[src/design/slcp_pkg.sv]
// ----------------------------------------------------------------------------
// slcp_pkg
// Shared types and constants for the status LED color pattern block.
// ----------------------------------------------------------------------------
`default_nettype none

package slcp_pkg;

	// Display modes, as shown on the result's mode field
	typedef enum logic [1:0] {
		MODE_NORMAL   = 2'd0,
		MODE_LINK_ERR = 2'd1,
		MODE_SYNC_ERR = 2'd2,
		MODE_WATERING = 2'd3
	} mode_t;

	// Register indexes (byte address = 4 * index)
	typedef enum logic [1:0] {
		REG_BOOT_TIME   = 2'd0,
		REG_GRACE_TIME  = 2'd1,
		REG_BLINK_HALF  = 2'd2,
		REG_BREATH_PER  = 2'd3
	} reg_idx_t;

	localparam logic [31:0] BOOT_TIME_RST  = 32'd0;
	localparam logic [31:0] GRACE_TIME_RST = 32'd30000;
	localparam logic [15:0] BLINK_HALF_RST = 16'd500;
	localparam logic [15:0] BREATH_PER_RST = 16'd3000;

	localparam logic [7:0] LVL_MAX        = 8'd255;
	localparam logic [7:0] LVL_BREATH_MIN = 8'd18;
	localparam logic [7:0] LVL_DIM        = 8'd12;

	typedef struct packed {
		logic [31:0] now_ms;
		logic        link_up;
		logic        time_synced;
		logic        watering_on;
	} in_item_t;

	typedef struct packed {
		logic [7:0] red_compare;
		logic [7:0] green_compare;
		logic [7:0] blue_compare;
		mode_t      mode;
	} out_item_t;

	// Classified item handed from the front end to the back end
	typedef struct packed {
		logic [31:0] now_ms;
		mode_t       mode;
	} mid_item_t;

	localparam int MID_W = $bits(mid_item_t);

	typedef logic [255:0][7:0] breath_lut_t;

	// Map a raw 0..255 triangle level into LVL_BREATH_MIN..LVL_MAX
	function automatic breath_lut_t build_breath_lut();
		breath_lut_t lut;
		for (int i = 0; i < 256; i++) begin
			lut[i] = 8'(int'(LVL_BREATH_MIN) + (i * (255 - 18)) / 255);
		end
		return lut;
	endfunction

	localparam breath_lut_t BREATH_LUT = build_breath_lut();

endpackage

`default_nettype wire

[src/design/slcp_front.sv]
// ----------------------------------------------------------------------------
// slcp_front
// Accept input beats and classify them into a display mode.
// ----------------------------------------------------------------------------
`default_nettype none

module slcp_front (
	input  wire logic             clk,
	input  wire logic             arst_n,
	input  wire logic             push,
	output logic                  full,
	input  wire slcp_pkg::in_item_t in_item,
	input  wire logic [31:0]      boot_time,
	input  wire logic [31:0]      grace_time,
	output logic                  out_valid,
	output slcp_pkg::mid_item_t   out_item,
	input  wire logic             out_ready
);

	import slcp_pkg::*;

	logic        valid_s1;
	mid_item_t   item_s1;
	logic [31:0] since_boot;
	logic        grace_over;
	mode_t       mode_nxt;

	assign since_boot = in_item.now_ms - boot_time;
	assign grace_over = (since_boot >= grace_time);

	always_comb begin
		if (grace_over && !in_item.link_up) begin
			mode_nxt = MODE_LINK_ERR;
		end else if (grace_over && !in_item.time_synced) begin
			mode_nxt = MODE_SYNC_ERR;
		end else if (in_item.watering_on) begin
			mode_nxt = MODE_WATERING;
		end else begin
			mode_nxt = MODE_NORMAL;
		end
	end

	assign full      = valid_s1 && !out_ready;
	assign out_valid = valid_s1;
	assign out_item  = item_s1;

	always_ff @(posedge clk) begin
		if (push && !full) begin
			item_s1.now_ms <= in_item.now_ms;
			item_s1.mode   <= mode_nxt;
		end
	end

	always_ff @(posedge clk or negedge arst_n) begin
		if (!arst_n) begin
			valid_s1 <= 1'b0;
		end else if (!valid_s1 || out_ready) begin
			valid_s1 <= push;
		end
	end

endmodule

`default_nettype wire

[config.mk]
export PLATFORM = sky130hd
export DESIGN_NAME = slcp_front
export DESIGN_NICKNAME = d
export VERILOG_FILES = /design/src/design/slcp_pkg.sv /design/src/design/slcp_front.sv
export SDC_FILE = /design/constraint.sdc
export NUM_CORES = 1
export LEC_CHECK = 0
export BUFFER_PORTS_ARGS = -buffer_cell sky130_fd_sc_hd__buf_4
export CAP_MARGIN = 20
export CORE_ASPECT_RATIO = 1.1
export CORE_MARGIN = 1.5
export CORE_UTILIZATION = 46
export DETAILED_ROUTE_END_ITERATION = 10
export PLACE_DENSITY = 0.78
export SYNTH_ARGS = -nofsm -noshare
export SYNTH_HDL_FRONTEND = slang
export SYNTH_SLANG_ARGS = --single-unit
[constraint.sdc]
create_clock -name clk -period 1.7 [get_ports clk]
set_input_delay 0.17 -clock clk [delete_from_list [all_inputs] [get_ports clk]]
set_output_delay 0.17 -clock clk [all_outputs]
set_load 0.05 [all_outputs]
Word-level counts from Yosys, hierarchy flattened
Cells that the tools add are included.

operators by class
  add/sub/neg operators = 1
  $mul = 0
  div/mod/pow operators = 0
  $lt $le $gt $ge = 1
  equality and inequality tests = 0
  shift-type cells = 0
  muxes and demuxes = 2
  bitwise gates (word level) = 0
  reductions and logical operators = 10

operators by type and width
  kind                                number
  greater-or-equal comparator 32 bit  1
  subtractor 32 bit                   1
  logical NOT 1 bit                   5
  logical AND 1 bit                   4
  two-way mux 2 bit                   2
  logical OR 1 bit                    1

word-level totals
  flip-flop bits (word level) = 35
  bits in latches = 0
  RAM bits = 0
  ROM bits = 0
  output and inout port bits = 36
  word-level logic and storage cells = 17
  memories = 0

Logic depth before layout (Yosys ltp)
Gate-level depths: netlist (run 1).

  depth after elaboration = 4
  depth in mapped cells = 19

Least setup slack after synthesis (run 1)
No wires, ideal clock.

  kind = input port to flip-flop
  start = input port in_item[3] (netlist bit)
  end = register item_s1 (netlist bit out_item[0]), data pin
  arrival = 3457 ps
  slack = -2011 ps
  stages on the path = 18
  path through = inv_1 > ha_1 > inv_1 > fa_1 > a21oi_2 > o21ai_1 > o2111a_1 > a21bo_1 > a221o_1 > a221oi_2 > xnor2_1 > ha_1 > and4_1 > nand2_1 > o31ai_1 > a22oi_1 > or2_2 > a21o_1

on the way
  word-level cells in the longest chain between the ends = 4

RTL lines
  item                                  RTL line          RTL
  start: declaration                    slcp_front.sv:12  input wire slcp_pkg::in_item_t in_item,
  subtractor 32 bit *                   slcp_front.sv:28  assign since_boot = in_item.now_ms - boot_time;
  greater-or-equal comparator 32 bit *  slcp_front.sv:29  assign grace_over = (since_boot >= grace_time);
  logical AND 1 bit                     slcp_front.sv:34  end else if (grace_over && !in_item.time_synced) begin
  two-way mux 2 bit                     slcp_front.sv:34
  end: declaration                      slcp_front.sv:23  mid_item_t item_s1;

Mark *: on every way between the ends. The rest lies on a longest branch, timed or not.
A chain may end at the register's enable or synchronous reset.

Worst setup path in the final report (run 1)
Same ends and word-level chain as after synthesis.

==> summary.txt, run 1 <==
STA
  – RSZ-0062 raised after global routing: yes
  – Min cycle time layout: 3670 ps
  – Fmax: about 0.27 GHz
  – Final setup margin: -1970 ps
  – Fin crit share: 216%
  – Pins Over Slew Limit: 0
  – Final hold vios: 0
  – Hold WS: 47.7 ps
  – Final Setup Violations: 2
  – Measured slew at the worst slew-check pin: 420 ps
  – Slew HR: a little under three quarters
  – Layout Skew: 19.0 ps

Global routing
  – Global-route wire length before repair: 18,100 um
  – Grt total ovfl: 0
  – Number of global-route vias before repair: slightly above 4k
  – Largest net degree at the start of global routing: 35
  – Initial antenna violation count: 0
  – Overall routing resource usage: 26.2%

Final layout
  – Share of cells above drive strength 1: 41.9%
  – Most frequent cells in the layout: buf_4, inv_1, ha_1, a21oi_1, edfxtp_1
  – Non-Filler Instances: 785
  – N_diodes: 0
  – Synth-to-layout area growth: 59.6%
  – Most common cell after layout, fill and taps aside: buf_4
  – Storage cell area: 1050 um^2
  – Area of the multi-input gates: 2440 um^2
  – # fillers: 603
  – Final net count: 843

Run status
  – Status: finished, violations left
  – Failing checks: setup timing

Place
  – Dpl cells: between 700 and 800
  – Post-DP HPWL: between 9000 and 10,000 um
  – GPL Wtd Cong: 0.950
  – Port Buffers: roughly 140

Routing
  – Via density: between 5 and 6
  – WL per Instance: 14.0 um
  – Vias: ~4k
  – DRC: 0
  – Post-route ant nets: 0
  – Violation count after the first detailed-route iteration: 129
  – DRT Pass-1 Iters: 4
  – WL final: 11,000 um

Yosys
  – Synth warnings: 0
  – EDFF count, synth: 34
  – Net Count, Synth: 593
  – Unique cell type count in the Yosys netlist: 50
  – Number of synthesized register bits: 35
  – Most common flop cell mapped by yosys: edfxtp_1
  – Synthesized area per cell: 8.69 um^2
  – Fraction of registers with async set/reset: between 2 and 3%
  – Sequential area share after synthesis: between 20% and 30%
  – Cell Area, Synth: 3700 um^2
  – Mapped Cells: 426

Min path
  – Min-delay worst type: primary input to flip-flop

Floorplan
  – I/O Pins: 139
  – Chip Height: 97.1 um
  – Width of the die: 88.6 um
  – Initial Utilization: 47.1%
  – Die area: 8600 um^2
  – Core ar.: ~7900 um^2
  – FP Rows: 34

Clock tree
  – CTS max path bufs: 2
  – Clk slew on worst S/H paths: 100 ps
  – TritonCTS buffer count: 5
  – CTS tree: done
  – Clk root buf: clkbuf_8
  – Clock sinks: 35
  – Clk_lat worst skew: 300 ps
  – CTS H-tree depth: 2

Setup path
  – Required time of the critical path: 1750 ps
  – CP Buf/Inv Count: 3
  – CP max FO: 4
  – WP data arrival: 3720 ps
  – Crit path cell chain: buf_12, inv_12, ha_4, inv_2, fa_2, a21oi_4, o21ai_2, o2111a_1, a21bo_1, a221o_1, a221oi_2, xnor2_1, ha_1, and4_4, nand2_2, o31ai_2, a22oi_2, or2_4, a21o_1
  – Slowest stage cell, crit path: a221o_1
  – Critical Path Max Stage Delay: 390 ps
  – Crit path kind: primary input to flip-flop
  – Worst setup EP type: flip-flop
  – Kind of cell adding the most delay to the critical path: compound AO/OA/AOI/OAI gates
  – Critical Path Source Type: primary input

Power
  – Max VDD drop: about 450 uV
  – Pwr Density: about 650 nW/um^2
  – Leakage: 3.10 nW

Job
  – Max-cap viol count: 0
==> final cells by class <==
cell class	instances	area share [%]
clock buffers	7	1.46
clock inverters	1	0.0847
inverters	74	4.91
multi-input cells	310	41.4
flip-flops and latches	35	17.7
well taps	108	2.29
repair buffers	250	32.2
==> stage by stage <==
stage	area (um^2)	power (mW)	utilization (%)	setup WS [ps]	TNS (ps)
global route	5910	4.08	75.1	-2120	-4210
CTS	5850	3.81	74.3	-2000	-3970
detailed placement	5700	3.09	72.4	-2420	-4800
finish	5910	3.83	75.1	-1970	-3900
floorplan	3750	2.19	-	-1860	-3580
global placement	5700	3.02	72.4	-2260	-4500
==> cell families after synthesis <==
kind of cell,share of synthesized area (%)
buffers and inverters,8.21
and+or+nand+nor,11.8
adders and majority gates,21.8
AOI/OAI and AO/OA,22.6
xor gates and xnor gates,7.33
DFF,28.2
==> registers in the layout, summed over array words and instances (netlist names) <==
register	count
out_item	34
out_valid	1
==> cells in the mapped netlist (6+ instances only) <==
cell type,number,area share [%]
inv_1,74,7.5
ha_1,63,21
a21oi_1,47,6.4
edfxtp_1,34,28
nand2_1,29,2.9
nor2_1,21,2.1
o21ai_0,19,2.6
xnor2_1,19,4.5
a21o_1,17,3.4
xor2_1,12,2.8
clkbuf_1,7,0.71
nand2b_1,6,1.0
nand3_1,6,0.81
nand4_1,6,1.0
o21bai_1,6,1.2
==> report_power, final <==
| part | switching (mW) | leakage, nW | internal [mW] | total [mW] |
|---|---|---|---|---|
| clock network | 0.345 | 0.0482 | 0.328 | 0.673 |
| logic | 1.07 | 2.71 | 1.06 | 2.13 |
| registers | 0.0133 | 0.335 | 1.01 | 1.02 |
| total | 1.43 | 3.10 | 2.40 | 3.83 |
==> timing repair <==
| action | in CTS | in global routing |
|---|---|---|
| endpoints found under the hold margin | 1 | 0 |
| setup endpoints to repair | 2 | 2 |
| setup buffers | 2 | 3 |
| hold buffers | 1 | 0 |
| pin swaps | 7 | 9 |
| resized for setup | 8 | 6 |
==> layer usage <==
layer | vias up | track usage (%) | wire [um]
met5 | - | 0 | 0
met1 | 1871 | 32.5 | 4670
met2 | 122 | 46.4 | 5590
met4 | 0 | 7.93 | 232
met3 | 18 | 3.40 | 524
li1 | 2010 | - | -
==> final timing paths <==
kind                       startpoint            to  slack, ps  cells past startpoint
setup reg to reg            out_valid  out_item[27]        510                      3
min in group asynchronous      arst_n     out_valid        190                      2
hold / removal             in_item[8]   out_item[7]         50                      1
setup / recovery           in_item[3]   out_item[0]      -1970                     19
hold reg to reg             out_valid     out_valid        540                      2
max in group asynchronous      arst_n     out_valid       1430                      2
Note: power is estimated with default switching activity, not from simulation.
==> run 2: changes to the inputs <==
- CORE_UTILIZATION: 46 -> 40
- PLACE_DENSITY: 0.78 -> 0.7
==> run 2 against run 1 <==
  * The run still ends with setup timing left
  * Largest power group unchanged
  * Non-clock buffer count grew 8
  * Sequential power about the same
  * Die area is 15% higher
  * Largest cell class unchanged
==> summary.txt, run 2 (synthesis gave the netlist of run 1 again) <==
Floorplan
  – Die area: 9850 um^2
  – FP Rows: 36
  – Core ar.: 8920 um^2
  – Chip Height: 104 um
  – Initial Utilization: 41.5%
  – Width of the die: between 90 and 100 um
  – I/O Pins: 139

STA
  – Fmax: 0.274 GHz
  – Slew HR: 70.6%
  – Setup TNS: -3830 ps
  – RSZ-0062 raised after global routing: yes
  – Layout Skew: between 10 and 15 ps
  – Min cycle time layout: 3650 ps
  – Fin crit share: 215%
  – Hold WS: 44.7 ps
  – Measured slew at the worst slew-check pin: 440 ps
  – Final Setup Violations: 2
  – Pins Over Slew Limit: 0
  – Final hold vios: 0
  – Final setup margin: -1950 ps

Routing
  – Via density: 5.02
  – DRT Pass-1 Iters: 4
  – Post-route ant nets: 0
  – WL final: around 12,000 um
  – DRC: 0
  – WL per Instance: about 15 um
  – Violation count after the first detailed-route iteration: approximately 140
  – Vias: 4,014

Global routing
  – Number of global-route vias before repair: between 4k and 5k
  – Largest net degree at the start of global routing: 35
  – Grt total ovfl: 0
  – Global-route wire length before repair: 18,800 um
  – Overall routing resource usage: 24.0%
  – Initial antenna violation count: 0

Setup path
  – Critical Path Max Stage Delay: 400 ps
  – Crit path to: out_item[0]
  – CP max FO: 4
  – Critical Path Source Type: primary input
  – Worst setup EP type: flip-flop
  – Crit path kind: primary input to flip-flop
  – Kind of cell adding the most delay to the critical path: compound AO/OA/AOI/OAI gates
  – Slowest stage cell, crit path: a221o_2
  – WP data arrival: 3710 ps
  – WP depth: 19
  – Required time of the critical path: 1760 ps
  – Cells on worst reg2reg path: 3
  – CP Buf/Inv Count: 3
  – Worst r2r src: out_valid
  – Critical Path Start: in_item[3]
  – Critical R2R Capture: out_item[25]
  – Reg2Reg Setup Slack: 480 ps
  – Crit path cell chain: buf_12, inv_12, ha_4, inv_2, fa_2, a21oi_4, o21ai_2, o2111a_1, a21bo_1, a221o_2, a221oi_2, xnor2_1, ha_1, and4_4, nand2_2, o31ai_2, a22oi_2, or2_4, a21o_1

Final layout
  – Area of the multi-input gates: 2460 um^2
  – # fillers: 798
  – Largest register FFs: 34
  – Most common cell after layout, fill and taps aside: buf_4
  – Storage cell area: 1050 um^2
  – Final net count: 851
  – Synth-to-layout area growth: 62.3%
  – N_diodes: 0
  – Most frequent cells in the layout: buf_4, inv_1, ha_1, a21oi_1, edfxtp_1
  – Share of cells above drive strength 1: 43.2%
  – Final core occ: between 60% and 70%

Job
  – Max-cap viol count: 0

Power
  – Max VDD drop: 344 uV
  – Pwr Density: between 600 and 700 nW/um^2
  – Power Total: about 4.0 mW
  – Leakage: 3.15 nW

Clock tree
  – Clock sinks: 35
  – Clk slew on worst S/H paths: 90 ps
  – TritonCTS buffer count: 5
  – CTS max path bufs: 2
  – Clk root buf: clkbuf_8
  – Clk_lat worst skew: 310 ps
  – CTS tree: done
  – CTS H-tree depth: 2

Min path
  – Min-delay worst type: primary input to flip-flop
  – Hold depth: 1
  – Worst Hold Launch: in_item[32]

Run status
  – Failing checks: setup timing
  – Status: finished, violations left

Place
  – DP Worst Slack: -2410 ps
  – GPL Wtd Cong: 0.925
  – Post-DP HPWL: 9510 um
  – Port Buffers: 138
run 2: through the flow:
step | area [um^2] | std cells
final | 6010 | 799
after global routing | 6010 | 799
after CTS | 5960 | 797
after floorplan | 3750 | 426
after global placement | 5760 | 784
after detailed placement | 5760 | 784
run 2: per-layer routing:
layer / share of wire [%] / GRT usage (%)
met5: 0 / 0
met4: 1.5 / 7.04
met3: 4.8 / 2.78
met2: 49 / 39.4
met1: 45 / 32.7
run 2: worst register-to-register path, cell delays in order (launching register included):
cell      delay, ps
dfrtp_1         390
nand2b_1        110
and2_2          170
buf_12          230
run 2: worst min path at each step:
stage                         endpoint  slack, ps
final                     out_item[31]         40
after CTS                 out_item[31]         40
after global routing      out_item[29]         40
after global placement       out_valid        -50
after detailed placement     out_valid        -50
after floorplan              out_valid       -130
run 2: timing repair:
item,4_1_cts,5_1_grt
hold endpoints to repair,1,0
pin swaps,9,10
setup buffers,4,2
endpoints found under the setup margin,2,2
resized for setup,9,10
hold buffers,1,0
run 2: where the power goes:
group	total [mW]	switching [mW]	internal, mW
registers	1.02	0.0143	1.01
clock network	0.795	0.365	0.430
logic	2.18	1.09	1.08
run 2: area by class of cell:
| type | count | area share, % |
|---|---|---|
| Multi-Input combinational cell | 310 | 40.9 |
| Timing Repair Buffer | 258 | 32.7 |
| Sequential cell | 35 | 17.4 |
| Inverter | 74 | 4.83 |
| Tap cell | 114 | 2.37 |
| Clock buffer | 5 | 1.14 |
| Clock inverter | 3 | 0.645 |
