==> config.mk <==
export PLATFORM = sky130hd
export DESIGN_NAME = slcp_fifo
export DESIGN_NICKNAME = d
export VERILOG_FILES = /design/src/design/slcp_fifo.sv
export SDC_FILE = /design/constraint.sdc
export NUM_CORES = 1
export LEC_CHECK = 0
export BUFFER_PORTS_ARGS = -buffer_cell sky130_fd_sc_hd__buf_2
export CAP_MARGIN = 20
export CORE_MARGIN = 2
export CORE_UTILIZATION = 50
export CTS_CLUSTER_DIAMETER = 60
export DETAILED_ROUTE_END_ITERATION = 12
export GPL_TIMING_DRIVEN = 0
export HOLD_SLACK_MARGIN = 0.08
export PLACE_DENSITY = 0.78
export SLEW_MARGIN = 20
export SYNTH_ARGS = -nofsm -noshare
export SYNTH_HDL_FRONTEND = slang
export SYNTH_SLANG_ARGS = --single-unit
==> constraint.sdc <==
create_clock -name clk -period 2.59 [get_ports clk]
set_input_delay 0.6475 -clock clk [delete_from_list [all_inputs] [get_ports clk]]
set_output_delay 0.6475 -clock clk [all_outputs]
set_load 0.05 [all_outputs]
==> src/design/slcp_fifo.sv <==
// ----------------------------------------------------------------------------
// slcp_fifo
// Small register queue that decouples the front end from the back end.
// ----------------------------------------------------------------------------
`default_nettype none

module slcp_fifo #(
	parameter int W     = 34,
	parameter int DEPTH = 4
) (
	input  wire logic         clk,
	input  wire logic         arst_n,
	input  wire logic         push,
	input  wire logic [W-1:0] wdata,
	output logic              full,
	input  wire logic         pop,
	output logic [W-1:0]      rdata,
	output logic              empty
);

	localparam int PW = (DEPTH > 1) ? $clog2(DEPTH) : 1;
	localparam int CW = $clog2(DEPTH + 1);

	logic [W-1:0]  mem_q [DEPTH];
	logic [PW-1:0] wr_ptr_q;
	logic [PW-1:0] rd_ptr_q;
	logic [CW-1:0] count_q;
	logic          do_push;
	logic          do_pop;

	assign full    = (count_q == CW'(DEPTH));
	assign empty   = (count_q == '0);
	assign do_push = push && !full;
	assign do_pop  = pop && !empty;
	assign rdata   = mem_q[rd_ptr_q];

	always_ff @(posedge clk) begin
		if (do_push) begin
			mem_q[wr_ptr_q] <= wdata;
		end
	end

	always_ff @(posedge clk or negedge arst_n) begin
		if (!arst_n) begin
			wr_ptr_q <= '0;
			rd_ptr_q <= '0;
			count_q  <= '0;
		end else begin
			if (do_push) begin
				wr_ptr_q <= (wr_ptr_q == PW'(DEPTH - 1)) ? '0 : wr_ptr_q + 1'b1;
			end
			if (do_pop) begin
				rd_ptr_q <= (rd_ptr_q == PW'(DEPTH - 1)) ? '0 : rd_ptr_q + 1'b1;
			end
			if (do_push && !do_pop) begin
				count_q <= count_q + 1'b1;
			end else if (do_pop && !do_push) begin
				count_q <= count_q - 1'b1;
			end
		end
	end

endmodule

`default_nettype wire

# After elaboration in Yosys (flattened, before gate mapping)
# Memory sizes are Yosys's and may differ from the RTL's.
# Index checks and enable logic that the tools add are counted.
[op_classes]
add_sub_neg = 4
n_eq_ne = 3
muxes = 6
reduce_logical = 10
[ops]
columns = ["op", "n"]
rows = [
  ["3-bit two-way mux", 2],
  ["2-bit by 1-bit adder with 2-bit output, second input constant", 2],
  ["2-bit equality test, second input constant", 2],
  ["1-bit logical AND", 4],
  ["1-bit zero test", 4],
  ["2-bit two-way mux", 2],
  ["3-bit by 1-bit adder with 3-bit output, second input constant", 1],
  ["3-bit equality test, second input constant", 1],
  ["3-bit zero test", 1],
  ["3-bit by 1-bit subtractor with 3-bit output, second input constant", 1],
  ["1-bit two-way mux", 2],
  ["2-bit nonzero test", 1],
]
[word_totals]
ff_bits = 7
ram_bits = 136
output_inout_bits = 36
elab_cells = 27
mem_count = 1
[memory_table]
columns = ["name", "depth", "word_bits", "read_ports", "rd_ports_with_merged_regs", "wr", "line_no", "source"]
rows = [
  ["mem_q", 4, 34, 1, 0, 1, "24", "logic [W-1:0] mem_q [DEPTH];"],
]

# Longest topological paths before layout
# Gate-level depths: netlist (run 1).
[logic_depth]
word_depth = 7
ltp_mapped = 8
mapped_depth_nobuf = 8

# Least setup slack after synthesis (run 1)
# Ideal clock, no wire load.
[synth_timing]
kind = "in2reg"
startpoint = "input port push"
endpoint = "memory mem_q[3][0] (enable)"
setup_time_ns = 0.426
t_arrival_ns = 2.139
required_ns = 2.164
slack_ns = 0.025
path_stages = 2
path_cell_list = "nand2_1 -> nor2_1"
[synth_between]
elab_chain_len = 3
[synth_rtl]
columns = ["item", "line_no", "source"]
rows = [
  ["start, declared", "13", "input wire logic push,"],
  ["1-bit logical AND", "33", "assign do_push = push && !full;"],
  ["1-bit two-way mux", "38", "if (do_push) begin"],
  ["1-bit two-way mux (implied by the code)", "39", "mem_q[wr_ptr_q] <= wdata;"],
  ["end, declared", "24", ""],
]
# Every way passes these cells.

# Worst setup path in the final report (run 1)
[layout_timing]
startpoint = "register rd_ptr_q[0]"
endpoint = "output port rdata[6]"
[layout_between]
elab_chain_len = 1
[layout_rtl]
columns = ["item", "line_no", "source"]
rows = [
  ["start, declared", "26", "logic [PW-1:0] rd_ptr_q;"],
  ["start signal, assigned", "53", "rd_ptr_q <= (rd_ptr_q == PW'(DEPTH - 1)) ? '0 : rd_ptr_q + 1'b1;"],
  ["memory read 4 x 34 bit", "-", ""],
  ["end, declared", "17", "output logic [W-1:0] rdata,"],
]
# Every way passes these cells.

==> impl_metrics.py, run 1 <==
metrics = {
    "cts": {
        "clk_latency_ns": 0.51,
        "cts_buffers": 17,
        "root_buffer": "clkbuf_8",
        "clock-sinks": 143,
        "cts.clk_slew.worst_paths_ns": 0.06,
        "htree_levels": 4,
        "cts_tree": "yes",
        "cts.path.max_buffers": 2,
    },
    "critical_path": {
        "critPathLaunch": "rd_ptr_q[0]$_DFFE_PN0P_",
        "reg2reg_slack_ns": 0.45,
        "worst_r2r_startpoint": "count_q[0]$_DFFE_PN0P_",
        "worstReg2RegEnd": "count_q[2]$_DFFE_PN0P_",
        "crit_fanout": 5,
        "r2r_cells": 7,
        "end_kind": "output port",
        "worstSetupPathType": "reg -> out",
        "worstPathRequired_ns": 1.94,
        "setup.worst_path.start_class": "flop",
        "arrival_ns": 1.92,
    },
    "floorplanning": {
        "boundaryPins": 74,
        "core_mm2": 0.0104,
        "die-width_um": 108,
        "fp-row-count": 37,
        "fp.dieH_um": 108,
        "start_util_pct": 51.8,
        "fp.dieArea_mm2": 0.0116,
    },
    "synth": {
        "synth_enable_flop_cells": 136,
        "ys_async_sr_fraction_pct": 4.90,
        "ys_seq_area_share_pct": 79.0,
        "netlist-cell-type-count": 23,
        "ys_top_cells_by_area": "edfxtp_1 (76%), mux4_2 (14%), dfrtp_1 (3.2%)",
        "synth-xor-area-share_pct": 0.487,
        "synth_top_family_by_area": "multiplexers",
        "syn_area_per_cell_um2": 25.1,
        "synth_mux_area_share_pct": 15.2,
        "synth_nets": 260,
        "ys_ff_latch": 143,
        "yosys.area_share.adder_pct": 1.76,
        "synth_compound_area_share_pct": 0.371,
        "synth_flop_cell": "edfxtp_1",
        "synthCells": 215,
        "syn-cell-area_mm2": 0.00539,
        "yosys_warnings": 0,
        "synthSimpleGateAreaFrac_pct": 1.42,
        "netlist.area_leader.share_pct": 75.7,
        "yosysTopAreaCell": "edfxtp_1",
    },
    "layout": {
        "final_cell_mix": "edfxtp_1 (136), buf_2 (40), mux4_2 (34), buf_6 (34), clkbuf_16 (19)",
        "layout-drive-gt1-share_pct": 50.0,
        "finish.utilization_pct": 66.7,
        "fill_cells": 683,
        "fin_nets": 365,
        "design_area_mm2": 0.00695,
        "final_common_cell": "edfxtp_1",
        "syn2layout_area_growth_pct": 28.8,
        "layout.cells.non_filler": 468,
        "diodes": 0,
    },
    "hold_path": {
        "hold_path_end": "mem_q[0][10]$_DFFE_PP_",
        "min_from": "wdata[10]",
        "hold_class": "in -> reg",
        "whs_path_depth": 1,
    },
    "power_and_ir_drop": {
        "p_sw_mw": 3.43,
        "seq_power_share_pct": 33.5,
        "clkPwrFrac_pct": 23.1,
        "peakVddDrop_uv": 734,
        "p_comb_share_pct": 43.4,
        "p_leak_nw": 2.48,
        "switching_share_pct": 35.6,
        "internal-power_mw": 6.20,
        "power-per-cell-area_mw_per_mm2": 1390,
    },
    "sta": {
        "fin_crit_ns": 2.57,
        "setup_viol": 0,
        "rsz0062_at_grt": "true",
        "hold_viol": 0,
        "finalCritPeriodShare_pct": 99.1,
        "worst_pin_slew_ns": 0.551,
        "max_freq_ghz": 0.389,
        "finalMaxSlewViolations": 0,
        "fin_ws_ns": 0.0226,
        "relSlewSlack_pct": 63.2,
        "fin_skew_ns": 0.00716,
    },
    "grt": {
        "gr-usage-met3_pct": 5.93,
        "grt_pass1_wl_um": 14000,
        "antenna_found_initial": 0,
        "grt-ovfl-total": 0,
        "busiest_layer": "met2",
        "globalRouteMet2Util_pct": 27.8,
        "grt_pass1_vias": 2682,
        "grtUsageMet1_pct": 20.9,
        "grtUsageTotal_pct": 16.9,
        "grt_max_degree": 25,
    },
    "placement": {
        "dpl-instance-area_mm2": 0.00602,
        "gp_congestion": 0.681,
        "dp_hpwl_um": 5560,
        "io_buffers": 73,
        "pre_cts_ws_ns": 0.434,
        "dp_cells": 428,
    },
    "routing": {
        "first_pass_iters": 4,
        "routed_wl_um": 9200,
        "drtIter0Drc": 148,
        "drtAntennaViolNets": 0,
        "avgRoutedWirePerCell_um": 19.7,
        "viasPerCell": 5.32,
        "drc": 0,
        "via_count": 2492,
    },
    "job": {
        "cap_violations": 0,
    },
    "outcome": {
        "status": "complete, no violations",
    },
}
## area by class of cell
type | instances | area (um2) | area share (%)
Clock buffer | 19 | 422 | 6.07
Buffer | 8 | 108 | 1.55
Inverter | 3 | 11.3 | 0.162
Tap cell | 136 | 170 | 2.45
Clock inverter | 12 | 121 | 1.75
Sequential cell | 143 | 4260 | 61.3
Multi-Input combinational cell | 61 | 1050 | 15.1
Timing Repair Buffer | 86 | 808 | 11.6
## per-stage QoR
stage,total power [mW],hold WS (ns),setup TNS [ns]
floorplan,5.91,0.352,0
global placement,6.58,0.489,-68.36
detailed placement,6.72,0.494,0
CTS,9.50,0.327,-0.118
global route,10.0,0.325,-0.544
finish,9.63,0.351,0
## worst max-delay path, cell delays in order (launching register included)
cell	delay [ns]
dfrtp_2	0.42
clkbuf_16	0.17
clkbuf_16	0.14
mux4_2	0.50
buf_6	0.17
## layer usage
metal  vias to the layer above  share of wire [%]
li1                       1120                  -
met1                      1280                 41
met2                        78                 52
met3                        14                5.3
met4                         0                1.2
met5                         -                  0
## registers in the layout, indices dropped and copies added (netlist names)
signal    flops
mem_q       136
rd_ptr_q      2
wr_ptr_q      2
count_q       3
## power groups by stage
| stage | Sequential [mW] | Clock, mW | Combinational [mW] |
|---|---|---|---|
| after global placement | 3.26 | 0 | 3.32 |
| after global routing | 3.27 | 2.36 | 4.41 |
| final | 3.23 | 2.22 | 4.18 |
| after floorplan | 3.23 | 0 | 2.67 |
| after CTS | 3.22 | 2.26 | 4.01 |
| after detailed placement | 3.26 | 0 | 3.46 |
## repair_timing
action / in CTS / in global routing
buffers inserted: 4 / 0
endpoints found under the setup margin: 29 / 34
hold buffers: 1 / 0
endpoints found under the hold margin: 7 / 0
resized for setup: 62 / 21
gates cloned: 1 / 3
pin swaps: 0 / 0
## Yosys cell counts, types with 2 or more instances
cell type / count
and2_1: 3
buf_12: 2
buf_2: 4
dfrtp_1: 7
edfxtp_1: 136
ha_1: 6
inv_1: 3
mux2_4: 2
mux4_2: 34
nor2_1: 3
nor3_1: 2
xor2_1: 2
## worst max path at each step
| stage | end | slack (ns) | cells past startpoint |
|---|---|---|---|
| after global placement | mem_q[3][31]$_DFFE_PP_ | -1.22 | 3 |
| after floorplan | mem_q[3][0]$_DFFE_PP_ | 0.03 | 2 |
| after detailed placement | rdata[11] | 0.43 | 4 |
| after CTS | rdata[20] | -0.02 | 4 |
| after global routing | rdata[4] | -0.03 | 4 |
| final | rdata[6] | 0.02 | 4 |
## kinds of logic (layout without fill, tap and decap cells)
group	count (synthesis)	after routing
flip-flops	143	143
multiplexers	38	38
AND/OR/NAND/NOR	11	11
buffers and inverters	11	128
adder cells (fa/ha/maj)	7	7
XOR/XNOR	3	3
AO/OA/AOI/OAI	2	2
Note: power is estimated with default switching activity, not from simulation.
==> run 2, diff against run 1 <==
REMOVE_ABC_BUFFERS = 1   (was default)
==> run 2 against run 1 <==
Net effect: combinational power down 11%; first-iteration DRC count shrank 40%; largest power group unchanged; sequential share of layout area grew 1.8 points.
==> impl_metrics.py, run 2 (synthesized netlist as in run 1, its figures left out) <==
metrics = {
    "cts": {
        "clock-sinks": 143,
        "cts.path.max_buffers": 2,
        "root_buffer": "clkbuf_8",
        "clk_latency_ns": 0.51,
        "cts.clk_slew.worst_paths_ns": 0.06,
        "htree_levels": 4,
        "cts_buffers": 17,
        "cts_tree": "yes",
    },
    "layout": {
        "fill_cells": 699,
        "largest_reg_flops": 136,
        "fin_nets": 354,
        "syn2layout_area_growth_pct": 25.4,
        "diodes": 0,
        "reg.largest.list": "mem_q x136, count_q x3",
        "layout-drive-gt1-share_pct": 49.1,
        "final_common_cell": "edfxtp_1",
        "largest_register": "mem_q",
        "final_cell_mix": "edfxtp_1 (136), buf_2 (47), mux4_2 (34), buf_6 (22), clkbuf_16 (17)",
        "design_area_mm2": 0.00676,
    },
    "placement": {
        "io_buffers": 73,
        "dp_hpwl_um": 5500,
        "gp_congestion": 0.660,
        "pre_cts_ws_ns": 0.236,
        "dpl-instance-area_mm2": 0.00599,
    },
    "hold_path": {
        "hold_class": "in -> reg",
        "whs_path_depth": 1,
    },
    "sta": {
        "finalCritPeriodShare_pct": 98.5,
        "relSlewSlack_pct": 62.0,
        "setup_viol": 0,
        "finalMaxSlewViolations": 0,
        "worst_pin_slew_ns": 0.568,
        "fin_ws_ns": 0.0398,
        "rsz0062_at_grt": "true",
        "fin_crit_ns": 2.55,
        "fin_skew_ns": 0.00719,
        "max_freq_ghz": 0.392,
        "hold_viol": 0,
    },
    "critical_path": {
        "setup.worst_path.start_class": "flop",
        "crit_fanout": 8,
        "worstSetupPathType": "reg -> out",
        "r2r_cells": 7,
        "arrival_ns": 1.90,
        "end_kind": "output port",
        "worstPathRequired_ns": 1.94,
    },
    "routing": {
        "drc": 0,
        "via_count": 2433,
        "routed_wl_um": 8980,
        "drtAntennaViolNets": 0,
        "viasPerCell": 5.31,
        "avgRoutedWirePerCell_um": 19.6,
        "drtIter0Drc": 89,
        "first_pass_iters": 5,
    },
    "power_and_ir_drop": {
        "p_leak_nw": 2.37,
        "power-per-cell-area_mw_per_mm2": 1370,
        "total_power_mw": 9.28,
        "peakVddDrop_uv": 781,
    },
    "floorplanning": {
        "boundaryPins": 74,
        "fp.dieArea_mm2": 0.0116,
        "die-width_um": 108,
        "core_mm2": 0.0104,
        "start_util_pct": 51.8,
        "fp-row-count": 37,
        "fp.dieH_um": 108,
    },
    "grt": {
        "grt_pass1_vias": 2641,
        "antenna_found_initial": 1,
        "grt-ovfl-total": 0,
        "grt_max_degree": 23,
        "grt_pass1_wl_um": 14000,
        "grtUsageTotal_pct": 17.0,
    },
    "outcome": {
        "status": "complete, no violations",
    },
    "job": {
        "cap_violations": 0,
    },
}
[run 2: worst paths after layout]
| check | startpoint | slack [ns] | to |
|---|---|---|---|
| min in group asynchronous | arst_n | 0.52 | count_q[2]$_DFFE_PN0P_ |
| min reg2reg | count_q[2]$_DFFE_PN0P_ | 0.55 | count_q[2]$_DFFE_PN0P_ |
| min | wdata[3] | 0.35 | mem_q[2][3]$_DFFE_PP_ |
| max reg2reg | count_q[0]$_DFFE_PN0P_ | 0.45 | count_q[2]$_DFFE_PN0P_ |
| max | rd_ptr_q[0]$_DFFE_PN0P_ | 0.04 | rdata[20] |
| max in group asynchronous | arst_n | 1.89 | rd_ptr_q[0]$_DFFE_PN0P_ |
[run 2: repair_timing]
action,in CTS,in global routing
gates cloned,0,1
gates resized for setup,37,19
hold buffers,1,0
setup buffers,2,0
endpoints found under the hold margin,7,0
setup endpoints to repair,34,34
[run 2: routing by layer]
layer / track usage (%) / vias to the layer above / wire [um]
li1: - / 1097 / -
met1: 22.9 / 1259 / 3990
met2: 26.0 / 61 / 4490
met3: 6.42 / 14 / 402
met4: 5.59 / 2 / 88
met5: 0 / - / 7
[run 2: worst max-delay path, stage by stage, from the launching register on]
cell and delay (ns):
dfrtp_4 0.48, buf_6 0.17, mux4_2 0.51, buf_2 0.23
[run 2: layout make-up]
cell class	count	area [um2]	share of cell area, %
tap	136	170	2.52
clock buffer	18	418	6.18
multi-input combinational	61	1050	15.5
inverter	3	11.3	0.166
sequential	143	4270	63.1
timing repair buffer	83	706	10.4
clock inverter	14	145	2.15
[run 2: stage by stage]
stage	util, %	std cells	TNS [ns]	hold slack, ns
after floorplan	-	207	-12.61	0.352
after global placement	56.1	416	-106.32	0.486
after detailed placement	57.5	422	0	0.490
after CTS	64.3	457	-0.172	0.320
after global routing	64.9	458	-0.688	0.317
final	64.9	458	0	0.351
[run 2: report_power, final]
group	leakage [nW]	internal [mW]	switching (mW)	total (mW)
Clock	0.256	1.36	0.900	2.26
Sequential	1.33	3.07	0.236	3.31
Combinational	0.785	1.46	2.25	3.71
==> run 3, diff against run 2 <==
--- a/config.mk
+++ b/config.mk
@@ -17,2 +17,3 @@
 export REMOVE_ABC_BUFFERS = 1
+export SETUP_SLACK_MARGIN = 0.4
 export SLEW_MARGIN = 20
--- a/constraint.sdc
+++ b/constraint.sdc
@@ -3,2 +3,2 @@
 set_output_delay 0.6475 -clock clk [all_outputs]
-set_load 0.05 [all_outputs]
+set_load 0.005 [all_outputs]
==> run 3 against run 2 <==
Net effect: global-route usage rose by 0.053 points; non-clock buffer count rose by 5; register-to-register slack improved by 0.09 ns; total power fell by 17%; worst hold slack improved by 0.00090 ns; largest cell class unchanged; core utilization fell by 0.92 points; fmax rose by 1.8%; flip-flop and latch count did not move; via count rose by 0.37%.
==> impl_metrics.py, run 3 (synthesized netlist as in run 1, its figures left out) <==
metrics = {
    "sta": {
        "setup_viol": 0,
        "finalMaxSlewViolations": 0,
        "max_freq_ghz": 0.399,
        "worst_pin_slew_ns": 0.561,
        "rsz0062_at_grt": "true",
        "finalCritPeriodShare_pct": 96.7,
        "hold_viol": 0,
        "fin_crit_ns": 2.50,
        "fin_ws_ns": 0.0856,
        "holdWs_ns": 0.351,
        "fin_skew_ns": 0.00462,
        "relSlewSlack_pct": 62.5,
    },
    "routing": {
        "drtIter0Drc": 115,
        "first_pass_iters": 4,
        "viasPerCell": 5.27,
        "dr_wl_met2_um": 4500,
        "drc": 0,
        "via_count": 2442,
        "drtAntennaViolNets": 0,
        "route.met3.wl_um": 420,
        "avgRoutedWirePerCell_um": 19.4,
        "routed_wl_um": 8990,
        "top_layer": "met5",
        "drt-met1-wl_um": 3970,
    },
    "layout": {
        "diodes": 0,
        "design_area_mm2": 0.00667,
        "largest_register": "mem_q",
        "final_common_cell": "edfxtp_1",
        "layout-drive-gt1-share_pct": 50.2,
        "final_cell_mix": "edfxtp_1 (136), buf_2 (73), mux4_2 (34), clkbuf_16 (17)",
        "reg.largest.list": "mem_q x136, count_q x3",
        "fin_nets": 359,
        "largest_reg_flops": 136,
        "syn2layout_area_growth_pct": 23.6,
        "fill_cells": 709,
    },
    "placement": {
        "gp_congestion": 0.660,
        "dpl-instance-area_mm2": 0.00599,
        "dp_hpwl_um": 5500,
        "io_buffers": 73,
        "pre_cts_ws_ns": 0.321,
    },
    "cts": {
        "cts.path.max_buffers": 2,
        "htree_levels": 4,
        "root_buffer": "clkbuf_8",
        "cts_buffers": 17,
        "cts.clk_slew.worst_paths_ns": 0.06,
        "clk_latency_ns": 0.51,
        "clock-sinks": 143,
        "cts_tree": "yes",
    },
    "critical_path": {
        "arrival_ns": 1.86,
        "crit_fanout": 10,
        "setup.worst_path.start_class": "flop",
        "worstSetupPathType": "reg -> out",
        "end_kind": "output port",
        "worstPathRequired_ns": 1.94,
    },
    "grt": {
        "grt_pass1_vias": 2668,
        "grt_pass1_wl_um": 14000,
        "grt-ovfl-total": 0,
        "antenna_found_initial": 1,
        "grtUsageTotal_pct": 17.1,
        "grt_max_degree": 23,
    },
    "floorplanning": {
        "start_util_pct": 51.8,
        "core_mm2": 0.0104,
        "boundaryPins": 74,
        "fp.dieH_um": 108,
        "fp-row-count": 37,
        "fp.dieArea_mm2": 0.0116,
        "die-width_um": 108,
    },
    "power_and_ir_drop": {
        "p_leak_nw": 2.34,
        "peakVddDrop_uv": 622,
        "power-per-cell-area_mw_per_mm2": 1160,
    },
    "hold_path": {
        "hold_class": "in -> reg",
    },
    "job": {
        "cap_violations": 0,
    },
    "outcome": {
        "status": "complete, no violations",
    },
}
## run 3: cell count changes in the layout (fill, tap and decap cells not counted), sizes merged
cell,change
buf,+5
## run 3: final timing paths
path,from,end,slack (ns),cells past startpoint
setup / recovery,rd_ptr_q[0]$_DFFE_PN0P_,rdata[23],0.09,3
hold / removal,wdata[3],mem_q[2][3]$_DFFE_PP_,0.35,1
setup reg to reg,count_q[0]$_DFFE_PN0P_,count_q[2]$_DFFE_PN0P_,0.54,7
hold reg to reg,count_q[2]$_DFFE_PN0P_,count_q[2]$_DFFE_PN0P_,0.59,1
max in group asynchronous,arst_n,rd_ptr_q[0]$_DFFE_PN0P_,1.90,2
min in group asynchronous,arst_n,count_q[2]$_DFFE_PN0P_,0.52,2
## run 3: repair_timing
action,4_1_cts,5_1_grt
resized for setup,1,5
setup endpoints to repair,35,35
pin swaps,1,0
setup buffers,4,3
hold buffers,1,0
endpoints found under the hold margin,7,0
cloned,0,1
## run 3: critical path, stage by stage, from the launching register on
cell       delay (ns)
dfrtp_4          0.49
clkbuf_16        0.21
mux4_2           0.51
buf_2            0.14
## run 3: per-stage QoR
stage,utilization [%],cells,power (mW),setup TNS [ns]
after floorplan,-,207,4.49,-7.29
after global placement,56.1,416,5.23,-103.43
after detailed placement,57.5,422,5.42,0
after CTS,63.4,459,7.73,0
after global routing,64.0,463,8.12,0
final,64.0,463,7.72,0
## run 3: area by class of cell
class / instances / area (um2) / share of cell area, %
Timing Repair Buffer: 88 / 599 / 8.99
Multi-Input combinational cell: 61 / 1060 / 15.8
Inverter: 3 / 11.3 / 0.169
Sequential cell: 143 / 4270 / 64.0
Clock inverter: 14 / 145 / 2.18
Tap cell: 136 / 170 / 2.55
Clock buffer: 18 / 418 / 6.27
## run 3: power breakdown
part           internal (mW)  switching, mW
Combinational           1.19          0.948
Sequential              3.07          0.243
Clock                   1.36          0.900
Total                   5.62           2.09
## run 3: routing by layer
| layer | up-vias | track usage, % |
|---|---|---|
| li1 | 1108 | - |
| met1 | 1257 | 23.0 |
| met2 | 61 | 26.1 |
| met3 | 14 | 6.42 |
| met4 | 2 | 5.68 |
| met5 | - | 0 |
